**src/rtl/ctb_pkg.sv**
```systemverilog
`timescale 1ns / 1ps
// ----------------------------------------------------------------------------
// Countdown timer bank package
// Shared types and constants for the command front end, the slot sequencer
// and the top level.
// ----------------------------------------------------------------------------
package ctb_pkg;

  typedef enum logic [2:0] {
    OP_TICK    = 3'd0,
    OP_ALLOC   = 3'd1,
    OP_START   = 3'd2,
    OP_PAUSE   = 3'd3,
    OP_RESUME  = 3'd4,
    OP_DESTROY = 3'd5,
    OP_QUERY   = 3'd6,
    OP_NONE    = 3'd7
  } op_e;

  typedef enum logic [1:0] {
    KIND_TICK  = 2'd0,
    KIND_ALLOC = 2'd1,
    KIND_SLOT  = 2'd2,
    KIND_NOP   = 2'd3
  } kind_e;

  typedef enum logic [1:0] {
    STAT_DONE      = 2'd0,
    STAT_EXPIRED   = 2'd1,
    STAT_BAD_INDEX = 2'd2,
    STAT_FULL      = 2'd3
  } status_e;

  typedef struct packed {
    op_e         op;
    kind_e       kind;
    logic [3:0]  idx;
    logic [31:0] timeout;
    logic        periodic;
    logic [15:0] handler;
    logic [31:0] qgen;
  } cmd_t;

  typedef struct packed {
    status_e     status;
    logic [3:0]  slot;
    logic [31:0] gen;
    logic [15:0] handler;
    logic        valid;
    logic        last;
  } res_t;

  typedef struct packed {
    logic [31:0] time_left;
    logic [31:0] reload;
    logic [31:0] gen;
    logic [15:0] handler;
    logic        run;
    logic        pause;
    logic        periodic;
  } entry_t;

  localparam logic [15:0] TICK_STEP_RESET = 16'd100;
  localparam int unsigned OUT_LIMIT       = 16;

endpackage

```
**src/rtl/ctb_front.sv**
```systemverilog
`timescale 1ns / 1ps
// ----------------------------------------------------------------------------
// Countdown timer bank command front end
// Accepts input words, classifies the operation and buffers the decoded
// command in a two-entry queue for the slot sequencer.
// ----------------------------------------------------------------------------
module ctb_front (
  input  logic               clk_i,
  input  logic               rst_ni,
  input  logic               in_valid_i,
  output logic               in_stall_o,
  input  logic [2:0]         operation_i,
  input  logic [3:0]         timer_index_i,
  input  logic [31:0]        timeout_i,
  input  logic               periodic_mode_i,
  input  logic [15:0]        handler_tag_i,
  input  logic [31:0]        query_generation_i,
  output logic               cmd_valid_o,
  output ctb_pkg::cmd_t      cmd_o,
  input  logic               cmd_pop_i
);

  ctb_pkg::cmd_t  fifo_q [2];
  ctb_pkg::cmd_t  cmd_in;
  ctb_pkg::kind_e kind;
  logic           wr_ptr_q, wr_ptr_d;
  logic           rd_ptr_q, rd_ptr_d;
  logic [1:0]     cnt_q, cnt_d;
  logic           push;
  logic           pop;

  always_comb begin
    case (ctb_pkg::op_e'(operation_i))
      ctb_pkg::OP_TICK:  kind = ctb_pkg::KIND_TICK;
      ctb_pkg::OP_ALLOC: kind = ctb_pkg::KIND_ALLOC;
      ctb_pkg::OP_START, ctb_pkg::OP_PAUSE, ctb_pkg::OP_RESUME,
      ctb_pkg::OP_DESTROY, ctb_pkg::OP_QUERY: kind = ctb_pkg::KIND_SLOT;
      default:           kind = ctb_pkg::KIND_NOP;
    endcase
  end

  always_comb begin
    cmd_in.op       = ctb_pkg::op_e'(operation_i);
    cmd_in.kind     = kind;
    cmd_in.idx      = timer_index_i;
    cmd_in.timeout  = timeout_i;
    cmd_in.periodic = periodic_mode_i;
    cmd_in.handler  = handler_tag_i;
    cmd_in.qgen     = query_generation_i;
  end

  assign in_stall_o  = (cnt_q == 2'd2);
  assign push        = in_valid_i && !in_stall_o;
  assign pop         = cmd_pop_i && (cnt_q != 2'd0);
  assign cmd_valid_o = (cnt_q != 2'd0);
  assign cmd_o       = fifo_q[rd_ptr_q];

  always_comb begin
    wr_ptr_d = push ? !wr_ptr_q : wr_ptr_q;
    rd_ptr_d = pop ? !rd_ptr_q : rd_ptr_q;
    cnt_d    = cnt_q + 2'(push) - 2'(pop);
  end

  always_ff @(posedge clk_i or negedge rst_ni) begin
    if (!rst_ni) begin
      wr_ptr_q <= 1'b0;
      rd_ptr_q <= 1'b0;
      cnt_q    <= 2'd0;
    end else begin
      wr_ptr_q <= wr_ptr_d;
      rd_ptr_q <= rd_ptr_d;
      cnt_q    <= cnt_d;
    end
  end

  always_ff @(posedge clk_i) begin
    if (push) begin
      fifo_q[wr_ptr_q] <= cmd_in;
    end
  end

endmodule

```
**src/rtl/ctb_back.sv**
```systemverilog
`timescale 1ns / 1ps
// ----------------------------------------------------------------------------
// Countdown timer bank slot sequencer
// Executes queued commands against the slot memory, walks the allocated
// slots on a tick and drives the registered result word.
// ----------------------------------------------------------------------------
module ctb_back #(
  parameter int unsigned TIMER_COUNT = 16
) (
  input  logic               clk_i,
  input  logic               rst_ni,
  input  logic [15:0]        tick_step_i,
  input  logic               cmd_valid_i,
  input  ctb_pkg::cmd_t      cmd_i,
  output logic               cmd_pop_o,
  output logic               res_valid_o,
  output ctb_pkg::res_t      res_o,
  input  logic               out_stall_i
);

  localparam int unsigned AW = (TIMER_COUNT > 1) ? $clog2(TIMER_COUNT) : 1;
  localparam int unsigned CW = $clog2(TIMER_COUNT + 1);

  localparam logic [1:0] ST_IDLE = 2'd0;
  localparam logic [1:0] ST_CMD  = 2'd1;
  localparam logic [1:0] ST_TICK = 2'd2;

  ctb_pkg::entry_t mem [TIMER_COUNT];
  ctb_pkg::entry_t rd_q;

  logic [1:0]      state_q, state_d;
  ctb_pkg::cmd_t   cmd_q, cmd_d;
  logic [CW-1:0]   alloc_q, alloc_d;
  logic [CW-1:0]   rd_ptr_q, rd_ptr_d;
  logic [AW-1:0]   ex_ptr_q, ex_ptr_d;
  logic            pv_q, pv_d;
  ctb_pkg::res_t   pend_q, pend_d;
  logic            pend_v_q, pend_v_d;
  logic [4:0]      cnt_q, cnt_d;
  ctb_pkg::res_t   out_q, out_d;
  logic            out_v_q, out_v_d;

  logic            out_free;
  logic            rd_en;
  logic [AW-1:0]   rd_addr;
  logic            wr_en;
  logic [AW-1:0]   wr_addr;
  ctb_pkg::entry_t wr_data;
  logic            push;
  ctb_pkg::res_t   push_res;

  ctb_pkg::entry_t cmd_entry;
  ctb_pkg::res_t   cmd_res;
  logic            cmd_wr;
  logic [31:0]     step_ext;
  logic [31:0]     dec;
  logic            active;
  logic            expire;
  logic            take;
  logic            hold;
  ctb_pkg::entry_t tick_entry;
  ctb_pkg::res_t   exp_res;

  assign out_free = !out_v_q || !out_stall_i;
  assign step_ext = {16'd0, tick_step_i};

  // Command execution on the entry read in the pop cycle.
  always_comb begin
    cmd_entry = rd_q;
    cmd_wr    = 1'b0;
    cmd_res   = '0;
    cmd_res.last = 1'b1;
    case (cmd_q.kind)
      ctb_pkg::KIND_ALLOC: begin
        if (alloc_q == CW'(TIMER_COUNT)) begin
          cmd_res.status = ctb_pkg::STAT_FULL;
        end else begin
          cmd_entry      = '0;
          cmd_wr         = 1'b1;
          cmd_res.status = ctb_pkg::STAT_DONE;
          cmd_res.slot   = 4'(alloc_q);
        end
      end
      ctb_pkg::KIND_SLOT: begin
        cmd_res.slot = cmd_q.idx;
        if (32'(cmd_q.idx) >= 32'(alloc_q)) begin
          cmd_res.status = ctb_pkg::STAT_BAD_INDEX;
        end else begin
          cmd_res.status = ctb_pkg::STAT_DONE;
          cmd_wr         = 1'b1;
          case (cmd_q.op)
            ctb_pkg::OP_START: begin
              cmd_entry.gen       = rd_q.gen + 32'd1;
              cmd_entry.handler   = cmd_q.handler;
              cmd_entry.reload    = cmd_q.timeout;
              cmd_entry.time_left = cmd_q.timeout;
              cmd_entry.run       = 1'b1;
              cmd_entry.pause     = 1'b0;
              cmd_entry.periodic  = cmd_q.periodic;
            end
            ctb_pkg::OP_PAUSE: begin
              if (rd_q.run && !rd_q.pause) begin
                cmd_entry.gen   = rd_q.gen + 32'd1;
                cmd_entry.pause = 1'b1;
              end
            end
            ctb_pkg::OP_RESUME: begin
              if (rd_q.run && rd_q.pause) begin
                cmd_entry.pause = 1'b0;
              end
            end
            ctb_pkg::OP_DESTROY: begin
              cmd_entry.gen   = rd_q.gen + 32'd1;
              cmd_entry.run   = 1'b0;
              cmd_entry.pause = 1'b1;
            end
            ctb_pkg::OP_QUERY: begin
              cmd_res.valid = !rd_q.pause && (rd_q.gen == cmd_q.qgen) &&
                              (!rd_q.periodic || rd_q.run);
            end
            default: begin
              cmd_wr = 1'b0;
            end
          endcase
          cmd_res.gen = cmd_entry.gen;
        end
      end
      default: begin
        cmd_res.status = ctb_pkg::STAT_DONE;
      end
    endcase
  end

  // Countdown of the slot whose entry sits in the read register.
  always_comb begin
    active     = rd_q.run && !rd_q.pause;
    dec        = (rd_q.time_left > step_ext) ? (rd_q.time_left - step_ext) : 32'd0;
    expire     = active && (dec == 32'd0);
    tick_entry = rd_q;
    if (active) begin
      tick_entry.time_left = dec;
    end
    if (expire) begin
      if (rd_q.periodic) begin
        tick_entry.time_left = rd_q.reload;
      end else begin
        tick_entry.run = 1'b0;
      end
    end
    exp_res         = '0;
    exp_res.status  = ctb_pkg::STAT_EXPIRED;
    exp_res.slot    = 4'(ex_ptr_q);
    exp_res.gen     = rd_q.gen;
    exp_res.handler = rd_q.handler;
    take = pv_q && expire && (cnt_q < 5'(ctb_pkg::OUT_LIMIT));
    // An expiry waits in the pending register until the next one shows up
    // or the walk ends, so that the final one can be marked as last.
    hold = take && pend_v_q && !out_free;
  end

  always_comb begin
    state_d   = state_q;
    cmd_d     = cmd_q;
    alloc_d   = alloc_q;
    rd_ptr_d  = rd_ptr_q;
    ex_ptr_d  = ex_ptr_q;
    pv_d      = pv_q;
    pend_d    = pend_q;
    pend_v_d  = pend_v_q;
    cnt_d     = cnt_q;
    cmd_pop_o = 1'b0;
    rd_en     = 1'b0;
    rd_addr   = AW'(cmd_i.idx);
    wr_en     = 1'b0;
    wr_addr   = ex_ptr_q;
    wr_data   = tick_entry;
    push      = 1'b0;
    push_res  = pend_q;
    case (state_q)
      ST_IDLE: begin
        if (cmd_valid_i) begin
          cmd_pop_o = 1'b1;
          cmd_d     = cmd_i;
          rd_en     = 1'b1;
          if (cmd_i.kind == ctb_pkg::KIND_TICK) begin
            state_d  = ST_TICK;
            cnt_d    = 5'd0;
            pend_v_d = 1'b0;
            rd_addr  = '0;
            ex_ptr_d = '0;
            if (alloc_q != '0) begin
              pv_d     = 1'b1;
              rd_ptr_d = CW'(1);
            end else begin
              pv_d     = 1'b0;
              rd_ptr_d = '0;
            end
          end else begin
            state_d = ST_CMD;
          end
        end
      end
      ST_CMD: begin
        if (out_free) begin
          push     = 1'b1;
          push_res = cmd_res;
          wr_en    = cmd_wr;
          wr_data  = cmd_entry;
          state_d  = ST_IDLE;
          if (cmd_q.kind == ctb_pkg::KIND_ALLOC) begin
            wr_addr = AW'(alloc_q);
            if (cmd_wr) begin
              alloc_d = alloc_q + CW'(1);
            end
          end else begin
            wr_addr = AW'(cmd_q.idx);
          end
        end
      end
      ST_TICK: begin
        if (pv_q) begin
          if (!hold) begin
            wr_en = active;
            if (take) begin
              if (pend_v_q) begin
                push     = 1'b1;
                push_res = pend_q;
              end
              pend_d   = exp_res;
              pend_v_d = 1'b1;
              cnt_d    = cnt_q + 5'd1;
            end
            if (rd_ptr_q != alloc_q) begin
              rd_en    = 1'b1;
              rd_addr  = AW'(rd_ptr_q);
              ex_ptr_d = AW'(rd_ptr_q);
              rd_ptr_d = rd_ptr_q + CW'(1);
              pv_d     = 1'b1;
            end else begin
              pv_d = 1'b0;
            end
          end
        end else if (pend_v_q) begin
          if (out_free) begin
            push          = 1'b1;
            push_res      = pend_q;
            push_res.last = 1'b1;
            pend_v_d      = 1'b0;
            state_d       = ST_IDLE;
          end
        end else begin
          state_d = ST_IDLE;
        end
      end
      default: begin
        state_d = ST_IDLE;
      end
    endcase
  end

  always_comb begin
    out_d   = out_q;
    out_v_d = out_v_q;
    if (push) begin
      out_d   = push_res;
      out_v_d = 1'b1;
    end else if (!out_stall_i) begin
      out_v_d = 1'b0;
    end
  end

  assign res_valid_o = out_v_q;
  assign res_o       = out_q;

  always_ff @(posedge clk_i or negedge rst_ni) begin
    if (!rst_ni) begin
      state_q  <= ST_IDLE;
      alloc_q  <= '0;
      rd_ptr_q <= '0;
      pv_q     <= 1'b0;
      pend_v_q <= 1'b0;
      cnt_q    <= 5'd0;
      out_v_q  <= 1'b0;
    end else begin
      state_q  <= state_d;
      alloc_q  <= alloc_d;
      rd_ptr_q <= rd_ptr_d;
      pv_q     <= pv_d;
      pend_v_q <= pend_v_d;
      cnt_q    <= cnt_d;
      out_v_q  <= out_v_d;
    end
  end

  always_ff @(posedge clk_i) begin
    cmd_q    <= cmd_d;
    ex_ptr_q <= ex_ptr_d;
    pend_q   <= pend_d;
    out_q    <= out_d;
  end

  always_ff @(posedge clk_i) begin
    if (wr_en) begin
      mem[wr_addr] <= wr_data;
    end
  end

  always_ff @(posedge clk_i) begin
    if (rd_en) begin
      rd_q <= mem[rd_addr];
    end
  end

endmodule

```
**src/rtl/countdown_timer_bank_unit.sv**
```systemverilog
`timescale 1ns / 1ps
// ----------------------------------------------------------------------------
// Countdown timer bank
// A bank of TIMER_COUNT countdown timers driven by command words.
// ----------------------------------------------------------------------------
// Input words carry an operation and its operands; each word is taken when
// in_valid_i is high and in_stall_o is low, into a two-entry command queue.
// Result words leave through a register on out_valid_o/out_stall_i. Every
// command except tick gives exactly one result word; a tick gives one word
// per expiring timer in slot order, with last_result_o on the final one,
// and none when nothing expires.
// A command is a slot memory read, then an execute step that waits while
// the output is stalled and registers the result word. On a tick the single
// read port of the slot memory walks one slot per cycle unless an expiry is
// held: while the receiver stalls the output, the walk holds at the next
// expiry and the queue keeps taking words until full. tick_step is written
// through cfg_we_i/cfg_wdata_i; the user is to write it only while the bank
// is idle, which the block does not enforce. Reset empties the queue, frees
// all slots and sets tick_step to 100; a slot is written when allocated.
// ----------------------------------------------------------------------------
module countdown_timer_bank_unit #(
  parameter int unsigned TIMER_COUNT = 16
) (
  input  logic        clk_i,
  input  logic        rst_ni,
  input  logic        cfg_we_i,
  input  logic [15:0] cfg_wdata_i,
  input  logic        in_valid_i,
  output logic        in_stall_o,
  input  logic [2:0]  operation_i,
  input  logic [3:0]  timer_index_i,
  input  logic [31:0] timeout_i,
  input  logic        periodic_mode_i,
  input  logic [15:0] handler_tag_i,
  input  logic [31:0] query_generation_i,
  output logic        out_valid_o,
  input  logic        out_stall_i,
  output logic [1:0]  status_o,
  output logic [3:0]  slot_o,
  output logic [31:0] slot_generation_o,
  output logic [15:0] slot_handler_o,
  output logic        is_valid_o,
  output logic        last_result_o
);

  logic [15:0]   tick_step_q, tick_step_d;
  logic          cmd_valid;
  logic          cmd_pop;
  ctb_pkg::cmd_t cmd;
  ctb_pkg::res_t res;

  assign tick_step_d = cfg_we_i ? cfg_wdata_i : tick_step_q;

  always_ff @(posedge clk_i or negedge rst_ni) begin
    if (!rst_ni) begin
      tick_step_q <= ctb_pkg::TICK_STEP_RESET;
    end else begin
      tick_step_q <= tick_step_d;
    end
  end

  ctb_front u_front (
    .clk_i              (clk_i),
    .rst_ni             (rst_ni),
    .in_valid_i         (in_valid_i),
    .in_stall_o         (in_stall_o),
    .operation_i        (operation_i),
    .timer_index_i      (timer_index_i),
    .timeout_i          (timeout_i),
    .periodic_mode_i    (periodic_mode_i),
    .handler_tag_i      (handler_tag_i),
    .query_generation_i (query_generation_i),
    .cmd_valid_o        (cmd_valid),
    .cmd_o              (cmd),
    .cmd_pop_i          (cmd_pop)
  );

  ctb_back #(
    .TIMER_COUNT (TIMER_COUNT)
  ) u_back (
    .clk_i       (clk_i),
    .rst_ni      (rst_ni),
    .tick_step_i (tick_step_q),
    .cmd_valid_i (cmd_valid),
    .cmd_i       (cmd),
    .cmd_pop_o   (cmd_pop),
    .res_valid_o (out_valid_o),
    .res_o       (res),
    .out_stall_i (out_stall_i)
  );

  assign status_o          = res.status;
  assign slot_o            = res.slot;
  assign slot_generation_o = res.gen;
  assign slot_handler_o    = res.handler;
  assign is_valid_o        = res.valid;
  assign last_result_o     = res.last;

endmodule

```
**config.mk**
```make
export PLATFORM = sky130hd
export DESIGN_NAME = countdown_timer_bank_unit
export DESIGN_NICKNAME = d
export VERILOG_FILES = /design/src/rtl/ctb_pkg.sv /design/src/rtl/ctb_front.sv /design/src/rtl/ctb_back.sv /design/src/rtl/countdown_timer_bank_unit.sv
export SDC_FILE = /design/constraint.sdc
export NUM_CORES = 2
export LEC_CHECK = 0
export ABC_AREA = 0
export BUFFER_PORTS_ARGS = -buffer_cell sky130_fd_sc_hd__buf_4
export CAP_MARGIN = 20
export CORE_ASPECT_RATIO = 1.25
export CORE_MARGIN = 1.5
export CORE_UTILIZATION = 45
export CTS_CLUSTER_DIAMETER = 50
export CTS_CLUSTER_SIZE = 28
export DETAILED_ROUTE_END_ITERATION = 16
export PLACE_DENSITY = 0.62
export SLEW_MARGIN = 20
export SYNTH_ARGS = -nofsm -noshare
export SYNTH_HDL_FRONTEND = slang
export SYNTH_SLANG_ARGS = --single-unit
```
**constraint.sdc**
```tcl
create_clock -name clk_i -period 13.7 [get_ports clk_i]
set_input_delay 1.37 -clock clk_i [delete_from_list [all_inputs] [get_ports clk_i]]
set_output_delay 1.37 -clock clk_i [all_outputs]
set_load 0.01 [all_outputs]
```
* Yosys cells after proc, flatten, opt, wreduce, memory -nomap -nowiden
Memories as Yosys holds them, arrays and structs flattened. A register that Yosys moved wholly into a read port is not among the register bits. Index checks and enable logic that the tools add are counted.
Word-level totals: register bits 242, memory bits (writable) 2020, input bits 109, output and inout bits 58, word-level logic and storage cells 220, memories 2
Memories:
- u_back.mem | words 16, width 115, read ports 1, clocked after Yosys merged registers in 1, wr ports 1, line ctb_back.sv:28 | ctb_pkg::entry_t mem [TIMER_COUNT];
- u_front.fifo_q | words 2, width 90, read ports 1, clocked after Yosys merged registers in 0, wr ports 1, line ctb_front.sv:23 | ctb_pkg::cmd_t fifo_q [2];
Operators by class: add/subtract/negate cells 7, magnitude comparators 3, eq/ne operators 29, muxes and demuxes 111, bitwise gates (word level) 1, reduce and logical (&&, ||, !) cells 39
Operator list (number):
- $mux W115 | 4
- $pmux W115 S2 | 1
- $mux W32 | 7
- $pmux W56 S2 | 1
- $mux W64 | 1
- $pmux W32 S2 | 1
- $mux W4 | 14
- $mux W56 | 1
- $mux W5 | 10
- $mux W1 | 47
- $add A32 B1 Y32 const B | 1
- $eq A32 B32 Y1 | 1
- $gt A32 B16 Y1 | 1
- $logic_not A32 Y1 | 1
- $sub A32 B16 Y32 | 1
- $pmux W4 S2 | 3
- $pmux W5 S2 | 2
- $eq A3 B3 Y1 const B | 6
- $mux W16 | 1
- $add A5 B1 Y5 const B | 3
- $mux W2 | 7
- $pmux W1 S2 | 7
- $eq A3 B2 Y1 const B | 4
- $pmux W2 S3 | 2
- other kinds (29) | 63

* Logic depth before layout (Yosys ltp)
depth in word-level cells 13, gate-level depth with buffers 21

* Hierarchy
From an unflattened synthesis, not the netlist that was laid out.
Second synthesis, totals: cell total of the unflattened synthesis 6610, area, all modules 97807.6 um2
By module, submodules not included:
- ctb_back | times used 1, cells an instance 6275, area each 89990.1 um2
- ctb_front | times used 1, cells an instance 301, area each 7164.4 um2
- countdown_timer_bank_unit | times used 1, cells an instance 34, area each 653.1 um2

* Worst setup path after synthesis
Ideal clock, no wire load.
path kind flip-flop to flip-flop, start register tick_step_q[0], end memory u_back.mem[12][0] in the netlist's numbering (enable), setup time 590 ps, arrival time 8472 ps, data required time 13110 ps, slack 4637 ps, cell stages (with the launch flop) 17, path buffers 1, cell sequence dfrtp_1 ha_1 fa_1 nand2b_1 a211oi_1 o21ai_0 o31ai_2 a2111o_1 buf_2 nor2_1 a31oi_2 o31ai_4 a21oi_1 o21ai_0 a211oi_1 nand2_1 nor2_1
Between the ends: longest elaborated chain between the ends 13, elaborated cells between the ends (all ways) 14, those cells by class add/sub (1); order compare (1); mux (6); reduce/logical (6)
RTL lines:
- from (decl) | line countdown_timer_bank_unit.sv:46 | logic [15:0] tick_step_q, tick_step_d;
- from (signal assigned) | line countdown_timer_bank_unit.sv:56 | tick_step_q <= ctb_pkg::TICK_STEP_RESET;
- from (signal assigned) | line countdown_timer_bank_unit.sv:58 | tick_step_q <= tick_step_d;
- $sub A32 B16 Y32 / $gt A32 B16 Y1 (equally long branches) | line ctb_back.sv:137 | dec = (rd_q.time_left > step_ext) ? (rd_q.time_left - step_ext) : 32'd0;
- $mux W32 * | line ctb_back.sv:137
- $logic_not A32 Y1 * | line ctb_back.sv:138 | expire = active && (dec == 32'd0);
- $logic_and A1 B1 Y1 * | line ctb_back.sv:138
- $logic_and A1 B1 Y1 * (2 in series) | line ctb_back.sv:155 | take = pv_q && expire && (cnt_q < 5'(ctb_pkg::OUT_LIMIT));
- $logic_and A1 B1 Y1 * (2 in series) | line ctb_back.sv:158 | hold = take && pend_v_q && !out_free;
- $mux W1 * | line ctb_back.sv:222 | if (!hold) begin
- $mux W1 * | line ctb_back.sv:221 | if (pv_q) begin
- $pmux W1 S2 * | line ctb_back.sv:179 | case (state_q)
- $mux W1 * | line ctb_back.sv:303 | if (wr_en) begin
- $mux W1 (not written as such) * | line ctb_back.sv:304 | mem[wr_addr] <= wr_data;
- to (decl) | line ctb_back.sv:28
Every way passes the cells marked *; elsewhere a longest branch is shown, timed or not.

* Worst setup path in the final report
start register u_back.rd_q[83] (netlist name), end register u_back.rd_q[62] (netlist name)
Between the ends: longest elaborated chain between the ends 11, elaborated cells between the ends (all ways) 15, those cells by class add/sub (1); order compare (1); mux (7); reduce/logical (6)
RTL lines (line):
- $sub A32 B16 Y32 / $gt A32 B16 Y1 (equally long branches) | ctb_back.sv:137
- $mux W32 * | ctb_back.sv:137
- $logic_not A32 Y1 * | ctb_back.sv:138
- $logic_and A1 B1 Y1 * | ctb_back.sv:138
- $logic_and A1 B1 Y1 * (2 in series) | ctb_back.sv:155
- $logic_and A1 B1 Y1 * (2 in series) | ctb_back.sv:158
- $mux W4 / $mux W1 (equally long branches) | ctb_back.sv:222
- $mux W4 / $mux W1 (equally long branches) | ctb_back.sv:221
- $pmux W4 S2 / $pmux W1 S2 (equally long branches) | ctb_back.sv:179
Marked as above. A chain may end at the register's enable or synchronous reset.

==> key figures <==
Run status
  – Outcome: complete, no violations

Global route
  – Largest net degree at the start of global routing: 290
  – First-pass GRT wire length: 399 mm
  – GRT Residual Overflow: 0
  – Global Route Usage Sum: 24.4%
  – Antenna violations before repair: 5
  – Number of global-route vias before repair: 58.4k

Clocking
  – Worst-Skew Late Latency: 870 ps
  – Hold-fix buffers, CTS: 0
  – Cts bufs inserted: 163
  – Root Buffer Master: clkbuf_16
  – CTS sink cnt: 2377
  – PostCTS Resize Cnt: 0
  – Setup bufs post-CTS: 0
  – H-tree levels: 4
  – Worst-path clk slew: 90 ps
  – Longest Clk Path Bufs: 3
  – CTS tree: done

Final layout
  – Register area: 71200 um2
  – Final core occ: 50.0%
  – Share of cells above drive strength 1: 12.1%
  – Area of the multi-input gates: 24800 um2
  – Commonest cells after routing, fill and taps aside: edfxtp_1, a221oi_1, and2_1
  – Commonest non-fill, non-tap cell in the layout: edfxtp_1
  – Layout area overhead: 10.5%
  – Post-route cell area: 108000 um2
  – Final net count: 6541
  – Fillers: 18.0k

Yosys
  – Post-synthesis cell area: 98000 um2
  – Yosys top cell by area: edfxtp_1
  – Distinct cells, synth: 84
  – Synth top area cells: edfxtp_1, a221oi_1, and2_1
  – Async SR Flop Fraction: 1.68%
  – Synthesized flop and latch total: 2377
  – EDFF count, synth: 2337
  – Share of the synthesized area in the top cell type: 71.6%
  – Top FF cell, synth: edfxtp_1
  – Syn_area_per_cell: 15.2 um2
  – Synth warnings: 0
  – Register area share after synthesis: 72.6%
  – Syn Nets: 6598
  – Mapped Cells: 6454

Detailed routing
  – Iteration-0 DRC count of the detailed router: 6414
  – Remaining DRCs: 0
  – M1 WL: 108 mm
  – Routed wire length per instance: 29.1 um
  – Max Used Layer: met5
  – Drt total wl: 275 mm
  – 1st-pass router iterations: 6
  – Post-route ant nets: 0
  – Metal2 WL: 137 mm
  – Met3 WL post-DR: 17.7 mm
  – Vias per cell: 6.29
  – Vias: 59.3k

Die
  – Die Area: 221000 um2
  – Initial core utilization: 45.3%
  – Die Y: 525 um
  – Core ar.: 217000 um2
  – Die outline width: 420 um
  – Row count: 191
  – I/O Pins: 167

Flow run
  – Max_cap viols: 0

Timing
  – Sum Neg Setup Slack: 0 ps
  – Max-Slew Margin vs Limit: 21.9%
  – Clock skew: 56.7 ps
  – RSZ-0062 raised after global routing: false
  – Final setup viols: 0
  – Hold_ws: 458 ps
  – Actual slew at the worst max-slew pin: 1170 ps
  – Fin. max-slew vios: 0
  – Crit share post-route: 61.1%
  – Highest clock rate: 120 MHz
  – Hold Fails Final Rpt: 0
  – Final min period: 8370 ps

Worst setup path
  – R2R Setup Slk: 5330 ps
  – Worst-path maximum fanout: 57
  – CP Launch Type: flop
  – Nature of the critical path endpoint: flop
  – Kind of critical path: flop to flop
  – Worst EP required: 14280 ps
  – CP arrival: 8950 ps

Placement
  – Post-DP Area: 102000 um2
  – Port Buf Inserts: 166
  – Post-DP HPWL: 143 mm
  – Final RePlAce weighted congestion: 0.907

Power and ir drop
  – Lkg Pwr: 34.3 nW
  – Tot Pwr: 0.0259 W
  – Worst VDD drop: 0.235 mV
  – Power density over the cells: 239 nW/um2

Min path
  – Worst Hold Class: flop to flop
## report_power, final
group          internal (W)  switching (W)
sequential           0.0105       0.000707
combinational       0.00281        0.00646
clock               0.00257        0.00290
## stage by stage
| step | std cells | setup slack (ps) |
|---|---|---|
| floorplan | 6454 | 4640 |
| global placement | 9123 | 5590 |
| detailed placement | 9124 | 5460 |
| CTS | 9429 | 5430 |
| global route | 9433 | 4900 |
| finish | 9434 | 5330 |
## worst max-delay path: stages (launching register included)
cell and delay, ps:
edfxtp_1 400, inv_1 70, ha_1 220, fa_1 410, nand2b_1 210, a211oi_1 520, o21ai_0 300, o31ai_2 740
a2111o_1 510, nor4_1 140, a31oi_2 280, o31ai_4 180, a21boi_2 430, o211a_4 840, o221a_4 890, buf_4 680
buf_4 770, a32oi_1 190, and4_1 250
## area by class of cell
class	count	share of cell area, %
diodes	2	0.00462
flip-flops and latches	2377	65.7
inverters	47	0.165
well taps	2895	3.34
clock inverters	136	1.77
clock buffers	169	3.81
repair buffers	309	2.34
multi-input cells	3499	22.9
## flip-flops by register name (all words and copies together) (netlist names), 4 cells and up
signal,flops
u_back.rd_ptr_q,5
u_back.res_o,56
u_back.cnt_q,5
u_front.fifo_q,180
u_back.exp_res,48
tick_step_q,16
u_back.pend_q,52
u_back.alloc_q,5
u_back.rd_q,67
u_back.cmd_q,90
u_back.ex_ptr_q,4
u_back.mem,1840
## cells in the mapped netlist, types with 10 or more instances
cell type     n
edfxtp_1   2337
nor3_1       29
mux2i_1     120
nand4_1      18
mux2_2       91
nor2_1      106
and2_1      721
buf_6        22
o21ai_0     281
ha_1         34
buf_2       103
o31ai_1      22
clkbuf_1    375
a31oi_1      22
nor4_1       16
a32oi_1     116
a221oi_1    724
o22ai_1     118
buf_1        22
nand2b_1     10
xor2_1       54
dfrtp_1      37
a21oi_1      86
nand3_1      30
a22o_1       70
o21ai_1      75
xnor2_1      42
or3_1        11
nand2_1     400
and3_1       18
and4_1      121
nor2b_1      10
inv_1        46
a21o_1       20
## final timing paths
| path | from | to | depth (start not counted) |
|---|---|---|---|
| max | u_back.rd_q[83] | u_back.rd_q[62] | 18 |
| min in group asynchronous | rst_ni | u_front.wr_ptr_q | 1 |
| min | u_back.exp_res[8] | u_back.pend_q[8] | 0 |
| max in group asynchronous | rst_ni | u_front.rd_ptr_q | 1 |
| max reg2reg | u_back.rd_q[83] | u_back.rd_q[62] | 18 |
| min reg2reg | u_back.exp_res[8] | u_back.pend_q[8] | 0 |
## routing by layer
layer,up-vias,track usage [%]
li1,25700,-
met2,2481,41.1
met3,479,3.07
met5,-,0
met4,6,9.76
met1,30700,32.0
## kinds of logic after synthesis
logic type      Yosys count  share of synthesized area (%)
flops                  2377                           72.6
buf+inv                 578                           2.55
fa+ha+maj                35                          0.454
mux                     211                           2.27
simple gates           1533                           8.83
compound gates         1624                           12.4
xor+xnor                 96                          0.858
(Power assumes the default switching activity.)
